File: config.mk
export PLATFORM = sky130hd
export DESIGN_NAME = round_robin_backend_selector
export DESIGN_NICKNAME = d
export VERILOG_FILES = /design/src/sv/rrbs_pkg.sv /design/src/sv/rrbs_ctrl.sv /design/src/sv/rrbs_dp.sv /design/src/sv/round_robin_backend_selector.sv
export SDC_FILE = /design/constraint.sdc
export NUM_CORES = 2
export LEC_CHECK = 0
export BUFFER_PORTS_ARGS = -buffer_cell sky130_fd_sc_hd__buf_2
export CAP_MARGIN = 20
export CORE_UTILIZATION = 40
export DETAILED_ROUTE_END_ITERATION = 8
export PLACE_DENSITY = 0.68
export SYNTH_ARGS = -nofsm -noshare
export SYNTH_HDL_FRONTEND = slang
export SYNTH_SLANG_ARGS = --single-unit
File: constraint.sdc
create_clock -name clk -period 5.3 [get_ports clk]
set_clock_uncertainty 0.2 [all_clocks]
set_input_delay 0.795 -clock clk [delete_from_list [all_inputs] [get_ports clk]]
set_output_delay 0.795 -clock clk [all_outputs]
set_load 0.02 [all_outputs]
File: src/sv/rrbs_pkg.sv
// ----------------------------------------------------------------------------
// rrbs_pkg: shared types and constants for the round-robin backend selector
// Command and status codes, scan modes and the control/status bundles that
// pass between the controller and the datapath.
// ----------------------------------------------------------------------------
`default_nettype none

package rrbs_pkg;

  // Default table depth and reset value of the re-enable timeout
  localparam int          MAX_ENTRIES_DEF = 16;
  localparam logic [15:0] REEN_RESET      = 16'd60;

  // Input commands
  typedef enum logic [1:0] {
    CMD_ADD  = 2'd0,
    CMD_DIS  = 2'd1,
    CMD_SEL  = 2'd2,
    CMD_TICK = 2'd3
  } cmd_t;

  // Result status codes
  typedef enum logic [1:0] {
    ST_OK        = 2'd0,
    ST_NONE      = 2'd1,
    ST_FULL      = 2'd2,
    ST_NOT_FOUND = 2'd3
  } status_t;

  // What a table scan does to each entry
  typedef enum logic [1:0] {
    SCAN_DIS  = 2'd0,
    SCAN_REEN = 2'd1,
    SCAN_SEL  = 2'd2
  } scan_mode_t;

  // Controller to datapath
  typedef struct packed {
    logic       accept;
    logic       add;
    logic       tick;
    logic       scan_start;
    scan_mode_t scan_mode;
    logic       mod_start;
    logic       mod_step;
    logic       load_out;
  } dp_cmd_t;

  // Datapath to controller
  typedef struct packed {
    cmd_t cmd;
    logic en_zero;
    logic cnt_zero;
    logic scan_done;
    logic mod_done;
  } dp_stat_t;

endpackage

`default_nettype wire

File: src/sv/rrbs_ctrl.sv
// ----------------------------------------------------------------------------
// rrbs_ctrl: sequencing controller
// Takes one word at a time, steps the datapath through add, tick, disable
// scan, re-enable scan, modulo and select scan, and owns the result valid flag.
// ----------------------------------------------------------------------------
`default_nettype none

module rrbs_ctrl (
  input  wire logic               clk,
  input  wire logic               rst_n,
  input  wire logic               in_valid,
  output logic                    in_ready,
  output logic                    out_valid,
  input  wire logic               out_ready,
  input  wire rrbs_pkg::dp_stat_t st,
  output rrbs_pkg::dp_cmd_t       ctl
);
  import rrbs_pkg::*;

  typedef enum logic [3:0] {
    S_IDLE,
    S_DECODE,
    S_DIS,
    S_REEN,
    S_CHK,
    S_MOD,
    S_SEL,
    S_KEY,
    S_DONE
  } state_t;

  state_t state_r;
  state_t state_nxt;
  logic   out_valid_r;

  assign in_ready  = (state_r == S_IDLE);
  assign out_valid = out_valid_r;

  // Decode state into datapath commands and the next state
  always_comb begin
    ctl       = '0;
    ctl.scan_mode = SCAN_DIS;
    state_nxt = state_r;
    case (state_r)
      S_IDLE: begin
        ctl.accept = in_valid;
        if (in_valid) state_nxt = S_DECODE;
      end
      S_DECODE: begin
        case (st.cmd)
          CMD_ADD: begin
            ctl.add   = 1'b1;
            state_nxt = S_DONE;
          end
          CMD_DIS: begin
            ctl.scan_start = 1'b1;
            ctl.scan_mode  = SCAN_DIS;
            state_nxt      = S_DIS;
          end
          CMD_SEL: begin
            if (st.en_zero) begin
              ctl.scan_start = 1'b1;
              ctl.scan_mode  = SCAN_REEN;
              state_nxt      = S_REEN;
            end else begin
              state_nxt = S_CHK;
            end
          end
          default: begin
            ctl.tick  = 1'b1;
            state_nxt = S_DONE;
          end
        endcase
      end
      S_DIS: begin
        if (st.scan_done) state_nxt = S_DONE;
      end
      S_REEN: begin
        if (st.scan_done) state_nxt = S_CHK;
      end
      S_CHK: begin
        if (st.en_zero || st.cnt_zero) begin
          state_nxt = S_DONE;
        end else begin
          ctl.mod_start = 1'b1;
          state_nxt     = S_MOD;
        end
      end
      S_MOD: begin
        ctl.mod_step = 1'b1;
        if (st.mod_done) begin
          ctl.scan_start = 1'b1;
          ctl.scan_mode  = SCAN_SEL;
          state_nxt      = S_SEL;
        end
      end
      S_SEL: begin
        if (st.scan_done) state_nxt = S_KEY;
      end
      S_KEY: begin
        state_nxt = S_DONE;
      end
      S_DONE: begin
        ctl.load_out = !out_valid_r || out_ready;
        if (ctl.load_out) state_nxt = S_IDLE;
      end
      default: begin
        state_nxt = S_IDLE;
      end
    endcase
  end

  // Hold state and the result valid flag
  always_ff @(posedge clk) begin
    if (!rst_n) begin
      state_r     <= S_IDLE;
      out_valid_r <= 1'b0;
    end else begin
      state_r <= state_nxt;
      if (ctl.load_out) begin
        out_valid_r <= 1'b1;
      end else if (out_ready) begin
        out_valid_r <= 1'b0;
      end
    end
  end

endmodule

`default_nettype wire

File: src/sv/rrbs_dp.sv
// ----------------------------------------------------------------------------
// rrbs_dp: table, counters and scan engine
// Key and disable-time memories, available flags, the one-entry-per-cycle
// scan pipeline, the subtract-loop modulo and the result registers.
// ----------------------------------------------------------------------------
`default_nettype none

module rrbs_dp #(
  parameter int MAX_ENTRIES = rrbs_pkg::MAX_ENTRIES_DEF
) (
  input  wire logic              clk,
  input  wire logic              rst_n,
  input  wire rrbs_pkg::dp_cmd_t ctl,
  output rrbs_pkg::dp_stat_t     st,
  input  wire logic [1:0]        in_cmd,
  input  wire logic [47:0]       in_key,
  input  wire logic              cfg_wen,
  input  wire logic [15:0]       cfg_wdata,
  output logic [1:0]             out_status,
  output logic [3:0]             out_idx,
  output logic [47:0]            out_key,
  output logic [4:0]             out_en
);
  import rrbs_pkg::*;

  localparam int IW = $clog2(MAX_ENTRIES);
  localparam int CW = $clog2(MAX_ENTRIES + 1);
  localparam logic [CW-1:0] MAX_CNT = CW'(MAX_ENTRIES);

  // Request and configuration
  cmd_t         cmd_r;
  logic [47:0]  key_r;
  logic [15:0]  reen_r;
  logic [31:0]  sec_r;

  // Table bookkeeping
  logic [CW-1:0]          cnt_r;
  logic [CW-1:0]          en_r;
  logic [IW-1:0]          round_r;
  logic [MAX_ENTRIES-1:0] avail_r;

  // Per-word outcome
  logic          add_full_r;
  logic [IW-1:0] add_idx_r;
  logic          found_r;
  logic          hit_r;
  logic [IW-1:0] hit_idx_r;
  logic [IW-1:0] want_r;

  // Scan pipeline
  logic          scan_act_r;
  scan_mode_t    mode_r;
  logic [CW-1:0] scan_idx_r;
  logic          cmp_vld_r;
  logic [IW-1:0] cmp_idx_r;

  // Memories
  logic [47:0] key_mem [MAX_ENTRIES];
  logic [31:0] time_mem [MAX_ENTRIES];
  logic [47:0] key_rd_r;
  logic [31:0] time_rd_r;

  // Result registers
  logic [1:0]  out_status_r;
  logic [3:0]  out_idx_r;
  logic [47:0] out_key_r;
  logic [4:0]  out_en_r;

  logic          full;
  logic          issue;
  logic          scan_done;
  logic          mod_done;
  logic          round_wrap;
  logic [31:0]   elapsed;
  logic          cur_avail;
  logic          dis_match;
  logic          reen_hit;
  logic          sel_take;
  logic          sel_skip;
  logic [IW-1:0] key_raddr;
  logic          t_we;
  logic [IW-1:0] t_waddr;
  logic [31:0]   t_wdata;
  status_t       res_status;
  logic [IW-1:0] res_idx;
  logic [31:0]   res_idx_ext;
  logic [31:0]   en_ext;

  assign full       = (cnt_r == MAX_CNT);
  assign issue      = scan_act_r && (scan_idx_r < cnt_r);
  assign scan_done  = scan_act_r && !issue && !cmp_vld_r;
  assign mod_done   = (CW'(want_r) < en_r);
  assign round_wrap = ((CW'(round_r) + CW'(1)) == cnt_r);
  assign elapsed    = sec_r - time_rd_r;
  assign cur_avail  = avail_r[cmp_idx_r];

  // Per-entry decisions in the compare stage
  assign dis_match = cmp_vld_r && (mode_r == SCAN_DIS) && (key_rd_r == key_r);
  assign reen_hit  = cmp_vld_r && (mode_r == SCAN_REEN) && !cur_avail &&
                     (elapsed > {16'h0000, reen_r});
  assign sel_take  = cmp_vld_r && (mode_r == SCAN_SEL) && !hit_r && cur_avail &&
                     (want_r == '0);
  assign sel_skip  = cmp_vld_r && (mode_r == SCAN_SEL) && !hit_r && cur_avail &&
                     (want_r != '0);

  // Key read follows the scan, or parks on the chosen entry once selecting
  assign key_raddr = (mode_r == SCAN_SEL) ? hit_idx_r : scan_idx_r[IW-1:0];

  // Single write port on the time memory
  always_comb begin
    t_we    = 1'b0;
    t_waddr = cnt_r[IW-1:0];
    t_wdata = '0;
    if (ctl.add && !full) begin
      t_we = 1'b1;
    end else if (dis_match) begin
      t_we    = 1'b1;
      t_waddr = cmp_idx_r;
      t_wdata = sec_r;
    end
  end

  // Control state with reset
  always_ff @(posedge clk) begin
    if (!rst_n) begin
      reen_r     <= REEN_RESET;
      sec_r      <= '0;
      cnt_r      <= '0;
      en_r       <= '0;
      round_r    <= '0;
      avail_r    <= '0;
      add_full_r <= 1'b0;
      found_r    <= 1'b0;
      hit_r      <= 1'b0;
      scan_act_r <= 1'b0;
      cmp_vld_r  <= 1'b0;
    end else begin
      if (cfg_wen) reen_r <= cfg_wdata;

      // Clear per-word outcome
      if (ctl.accept) begin
        add_full_r <= 1'b0;
        found_r    <= 1'b0;
        hit_r      <= 1'b0;
      end

      // Append an entry, or flag a full table
      if (ctl.add) begin
        if (full) begin
          add_full_r <= 1'b1;
        end else begin
          avail_r[cnt_r[IW-1:0]] <= 1'b1;
          cnt_r <= cnt_r + CW'(1);
          en_r  <= en_r + CW'(1);
        end
      end

      if (ctl.tick) sec_r <= sec_r + 32'd1;

      // Advance the round pointer modulo the entry count
      if (ctl.mod_start) round_r <= round_wrap ? '0 : round_r + IW'(1);

      // Scan issue stage
      if (ctl.scan_start) begin
        scan_act_r <= 1'b1;
        cmp_vld_r  <= 1'b0;
      end else if (scan_act_r) begin
        cmp_vld_r <= issue;
        if (scan_done) scan_act_r <= 1'b0;
      end

      // Scan compare stage
      if (dis_match) begin
        found_r <= 1'b1;
        if (cur_avail) begin
          avail_r[cmp_idx_r] <= 1'b0;
          en_r <= en_r - CW'(1);
        end
      end
      if (reen_hit) begin
        avail_r[cmp_idx_r] <= 1'b1;
        en_r <= en_r + CW'(1);
      end
      if (sel_take) hit_r <= 1'b1;
    end
  end

  // Datapath registers without reset
  always_ff @(posedge clk) begin
    if (ctl.accept) begin
      cmd_r <= cmd_t'(in_cmd);
      key_r <= in_key;
    end
    if (ctl.add) add_idx_r <= cnt_r[IW-1:0];
    if (ctl.scan_start) begin
      scan_idx_r <= '0;
      mode_r     <= ctl.scan_mode;
    end else if (issue) begin
      scan_idx_r <= scan_idx_r + CW'(1);
    end
    cmp_idx_r <= scan_idx_r[IW-1:0];

    // Modulo by repeated subtraction, then count down available entries
    if (ctl.mod_start) begin
      want_r <= round_r;
    end else if (ctl.mod_step && !mod_done) begin
      want_r <= IW'(CW'(want_r) - en_r);
    end else if (sel_skip) begin
      want_r <= want_r - IW'(1);
    end
    if (sel_take) hit_idx_r <= cmp_idx_r;
  end

  // Key and time memories
  always_ff @(posedge clk) begin
    if (ctl.add && !full) key_mem[cnt_r[IW-1:0]] <= key_r;
    if (t_we) time_mem[t_waddr] <= t_wdata;
    key_rd_r  <= key_mem[key_raddr];
    time_rd_r <= time_mem[scan_idx_r[IW-1:0]];
  end

  // Form the result
  always_comb begin
    res_status = ST_OK;
    res_idx    = '0;
    case (cmd_r)
      CMD_ADD: begin
        res_status = add_full_r ? ST_FULL : ST_OK;
        if (!add_full_r) res_idx = add_idx_r;
      end
      CMD_DIS: begin
        res_status = found_r ? ST_OK : ST_NOT_FOUND;
      end
      CMD_SEL: begin
        res_status = hit_r ? ST_OK : ST_NONE;
        if (hit_r) res_idx = hit_idx_r;
      end
      default: begin
        res_status = ST_OK;
      end
    endcase
  end

  assign res_idx_ext = 32'(res_idx);
  assign en_ext      = 32'(en_r);

  // Load the output word
  always_ff @(posedge clk) begin
    if (ctl.load_out) begin
      out_status_r <= res_status;
      out_idx_r    <= res_idx_ext[3:0];
      out_key_r    <= ((cmd_r == CMD_SEL) && hit_r) ? key_rd_r : 48'h0;
      out_en_r     <= en_ext[4:0];
    end
  end

  assign out_status = out_status_r;
  assign out_idx    = out_idx_r;
  assign out_key    = out_key_r;
  assign out_en     = out_en_r;

  always_comb begin
    st.cmd       = cmd_r;
    st.en_zero   = (en_r == '0);
    st.cnt_zero  = (cnt_r == '0);
    st.scan_done = scan_done;
    st.mod_done  = mod_done;
  end

endmodule

`default_nettype wire

File: src/sv/round_robin_backend_selector.sv
// ----------------------------------------------------------------------------
// round_robin_backend_selector: backend table with round-robin selection
// Usage: each input word carries a command in in_tuser and an endpoint key in
// in_tdata; every word yields exactly one result word on the out_ channel.
// Commands append a backend, disable all backends with a matching key, pick
// the next available backend in round-robin order (re-enabling long-disabled
// ones when none is left), or advance the seconds counter. cfg_wdata sets the
// re-enable timeout in seconds whenever cfg_wen is high.
// Add and tick need no table scan. Disable scans the stored entries, one entry
// per cycle through the key memory read port. Select runs a re-enable pass
// first when no backend is enabled, then reduces the round pointer modulo the
// enabled count by repeated subtraction and scans the table for the chosen
// entry. One word is in work at a time; the next word is taken in the cycle
// after a result is loaded into the output register.
// Reset clears the table, counters and the timeout (back to 60 seconds);
// the memories need no clearing pass and the block is ready at once.
// A stalled receiver holds the result; the next word is still accepted and
// its result waits in the final state until the output register is free.
// ----------------------------------------------------------------------------
`default_nettype none

module round_robin_backend_selector #(
  parameter int MAX_ENTRIES = rrbs_pkg::MAX_ENTRIES_DEF
) (
  input  wire logic        clk,
  input  wire logic        rst_n,
  input  wire logic        in_tvalid,
  output logic             in_tready,
  input  wire logic [47:0] in_tdata,   // [47:0] endpoint_key
  input  wire logic [1:0]  in_tuser,   // [1:0] cmd
  output logic             out_tvalid,
  input  wire logic        out_tready,
  output logic [63:0]      out_tdata,  // [3:0] entry_index, [51:4] selected_key,
                                       // [56:52] enabled_count, rest zero
  output logic [1:0]       out_tuser,  // [1:0] status
  input  wire logic        cfg_wen,
  input  wire logic [15:0] cfg_wdata   // [15:0] reenable_seconds
);
  import rrbs_pkg::*;

  dp_cmd_t     ctl;
  dp_stat_t    st;
  logic [1:0]  res_status;
  logic [3:0]  res_idx;
  logic [47:0] res_key;
  logic [4:0]  res_en;

  rrbs_ctrl u_ctrl (
    .clk       (clk),
    .rst_n     (rst_n),
    .in_valid  (in_tvalid),
    .in_ready  (in_tready),
    .out_valid (out_tvalid),
    .out_ready (out_tready),
    .st        (st),
    .ctl       (ctl)
  );

  rrbs_dp #(
    .MAX_ENTRIES (MAX_ENTRIES)
  ) u_dp (
    .clk        (clk),
    .rst_n      (rst_n),
    .ctl        (ctl),
    .st         (st),
    .in_cmd     (in_tuser),
    .in_key     (in_tdata),
    .cfg_wen    (cfg_wen),
    .cfg_wdata  (cfg_wdata),
    .out_status (res_status),
    .out_idx    (res_idx),
    .out_key    (res_key),
    .out_en     (res_en)
  );

  // Pack the result word
  assign out_tdata = {7'h00, res_en, res_key, res_idx};
  assign out_tuser = res_status;

  // One word in work at a time
  a_one_at_a_time: assert property (@(posedge clk) disable iff (!rst_n)
    in_tvalid && in_tready |=> !in_tready)
    else $error("input accepted while a word is in work");

  // A key is returned only with a successful select
  a_key_only_on_ok: assert property (@(posedge clk) disable iff (!rst_n)
    out_tvalid && (out_tdata[51:4] != 48'h0) |-> (out_tuser == ST_OK))
    else $error("selected key present with failing status");

  // A full table reports no entry index
  a_full_no_index: assert property (@(posedge clk) disable iff (!rst_n)
    out_tvalid && (out_tuser == ST_FULL) |-> (out_tdata[3:0] == 4'h0))
    else $error("entry index given for a full table");

endmodule

`default_nettype wire
==> summary.txt <==
Die
  – Io pins: 139
  – Die X: 396.7 um
  – Num rows: 144
  – Die height: 396.7 um
  – CORE AREA: 0.1544 mm^2
  – Starting density of the core: 0.4036
  – DIE AREA: 0.1574 mm^2

Pwr
  – LEAKAGE: 23.29 nW
  – Worst VDD drop: 0.2948 mV
  – Power per Cell Area: 425.1 mW/mm^2

Synthesis
  – Number of synthesized flops with an enable pin: 1403
  – Yosys reg bits: 1580
  – Synth top area share: 0.6760
  – Syn Std Cell Area: 0.06232 mm^2
  – Top-count cell post-synth: edfxtp_1
  – Most used flip-flop cell after synthesis: edfxtp_1
  – Yosys top cell by area: edfxtp_1
  – Warnings from Yosys: 0
  – Cells after Synth: 3352
  – Sequential area share after synthesis: 0.7329
  – Synth top area cells: edfxtp_1 (68%), mux4_2 (13%), dfxtp_1 (5.7%), ha_1 (1.4%), nand2_1 (1.1%)
  – Count of cell types in the netlist: 89
  – Top cells by count, synth: edfxtp_1 (1403), mux4_2 (354), nand2_1 (185)
  – Ys async rst share: 0
  – Syn Area/Cell: 18.59 um^2

Clocking
  – CTS tree: done
  – Clk sink count: 1580
  – Clock Path Buffers: 3
  – Root Driver: clkbuf_16
  – CTS H-tree lvls: 4
  – CTS buffer count: 161
  – # Post-CTS Setup Buffers: 0
  – Clock Latency Late Sink: 0.80 ns
  – Reg clk slew, reported paths: 0.06 ns

Outcome
  – Violations in the final reports: DRC
  – Status: complete, but fails checks

Layout
  – Ratio of cells with drive above 1 in the final layout: 0.2340
  – Fillcell total: 12790
  – # nets final: 3733
  – Storage cell area: 0.04569 mm^2
  – Syn-to-layout area delta: 15.14%
  – Area occupied by multi-input gates: 0.01581 mm^2
  – Final core occ: 0.4647

Detailed routing
  – Post-DRT Antenna Nets: 0
  – Top sig layer: met4
  – Via density: 5.578
  – Vias: 32220
  – Final wirelength: 147.2 mm
  – Residual DRC count: 28
  – Met1 wire length: 60.10 mm
  – Met2 WL post-DR: 73.50 mm
  – DR WL met3: 8.930 mm
  – DRT Pass-1 Iters: 9
  – Wire per inst: 25.48 um
  – Initial DRC count: 2990

Min path
  – HP Start: in_tdata[13]
  – HP Class: in2reg

Worst setup path
  – CP Launch Point: u_dp.sec_r[0]
  – Crit end category: flip-flop
  – WP data arrival: 5.56 ns
  – Worst path required time: 5.76 ns
  – CP Class: reg2reg
  – R2r setup slk: 0.20 ns
  – Worst-path maximum fanout: 17
  – Critical R2R Launch: u_dp.sec_r[0]
  – Critical Path Source Type: flip-flop

STA
  – Min Tclk post-route: 5.104 ns
  – Setup TNS: 0 ns
  – Fmax: 0.1959 GHz
  – Final slew viol count: 0
  – Slew headroom: 0.2651
  – Unrepaired setup endpoints after global routing: false
  – Period utilization: 0.9630
  – Worst-margin pin slew: 1.102 ns
  – Final hold vios: 0
  – Count of final setup violators: 0

GRT
  – First-pass GRT wire length: 216.5 mm
  – Largest net degree at the start of global routing: 131
  – Initial antenna violation count: 5
  – All-layer global routing usage: 0.1872
  – GRT overflow: 0
  – Number of global-route vias before repair: 32520

Placed design
  – IO Port Bufs: 131
  – Final GP Congestion: 0.8579
  – Hpwl dp: 81.79 mm

Job
  – Max cap viols: 0
==> path summary, 6_finish.rpt <==
check,to,depth (start not counted)
min,u_dp.key_r[13],1
min reg2reg,u_dp.cmp_idx_r[1],0
max reg2reg,u_dp.avail_r[11],21
max,u_dp.avail_r[11],21
==> through the flow <==
stage	area [um^2]	worst slack [ns]	std cells	power (mW)	hold slack (ns)
3_5_place_dp	65940	0.1822	5428	19.41	0.2340
2_1_floorplan	62350	0.5797	3358	17.92	0.1540
4_1_cts	71740	0.1109	5774	30.73	0.001526
6_report	71750	0.1961	5776	30.50	0.03829
3_3_place_gp	65910	0.2136	5427	19.35	0.2366
5_1_grt	71750	0.01478	5774	31.48	0.03152
==> flip-flops by register name, summed over array words and instances, names as in the netlist, 5 cells and up <==
name,flops
u_dp.key_rd_r,48
u_dp.time_mem,512
u_dp.time_rd_r,32
u_dp.key_r,48
u_dp.key_mem,768
u_dp.out_key,48
u_dp.sec_r,32
u_dp.cnt_r,5
u_dp.en_r,5
u_dp.out_en,5
u_dp.scan_idx_r,5
u_dp.reen_r,16
u_dp.avail_r,16
==> final cells by class <==
class,instances,area share
clock inverter,85,0.01378
sequential,1580,0.6367
multi-input combinational,1518,0.2203
timing repair buffer,250,0.02825
inverter,79,0.004150
antenna,2,0.00006975
clock buffer,218,0.06108
tap,2044,0.03564
==> layout by cell type, fill, tap and decap left out, types with 43 or more instances in the layout <==
master,n
ha_1,69
clkbuf_16,161
and2_1,50
nand2_1,185
dlygate4sd3_1,43
mux4_2,354
xor2_1,53
and3_1,90
buf_4,47
a21oi_1,73
a31oi_1,60
nor2_1,105
o21ai_0,47
inv_1,77
buf_2,131
a211oi_1,54
edfxtp_1,1403
clkbuf_1,43
dfxtp_1,172
xnor2_1,59
==> metal layers <==
metal | GRT usage | vias up
li1 | - | 13910
met1 | 0.2502 | 16880
met2 | 0.3120 | 1191
met3 | 0.02620 | 231
met4 | 0.06902 | 0
met5 | 0 | -
==> cell families after synthesis <==
| kind of cell | count (synthesis) | share of synthesized area |
|---|---|---|
| flip-flops | 1580 | 0.7329 |
| AND/OR/NAND/NOR | 608 | 0.04915 |
| multiplexers | 383 | 0.1335 |
| AO/OA/AOI/OAI | 335 | 0.03592 |
| buffers and inverters | 260 | 0.01783 |
| XOR/XNOR | 113 | 0.01600 |
| adder cells (fa/ha/maj) | 72 | 0.01470 |
| other | 1 | 0.00006017 |
==> where the power goes <==
part           leakage (nW)  internal, mW  switching (mW)
combinational          6.82          1.73            2.22
clock                  2.59          6.48            4.88
sequential             13.9          14.5           0.708
total                  23.3          22.7            7.81
==> worst max-delay path: stages (launching register included) <==
cell	delay [ns]
dfxtp_1	0.32
inv_1	0.04
ha_1	0.19
fa_1	0.41
nand2b_1	0.18
a21o_1	0.21
and2_1	0.17
o21ai_1	0.15
xor2_1	0.20
ha_1	0.30
a21oi_1	0.14
nand2_1	0.06
a221oi_1	0.32
o211ai_1	0.14
a211oi_2	0.25
o2111ai_1	0.13
or4_1	0.45
or4_4	0.55
nand4b_4	0.16
or2_4	0.15
buf_12	0.15
o31ai_1	0.08
==> what timing repair did <==
action	4_1_cts	5_1_grt
setup endpoints to repair	0	17
gates resized for setup	0	3
hold buffers	43	0
endpoints found under the hold margin	43	0
No activity file was read; power rests on OpenSTA's default activity.
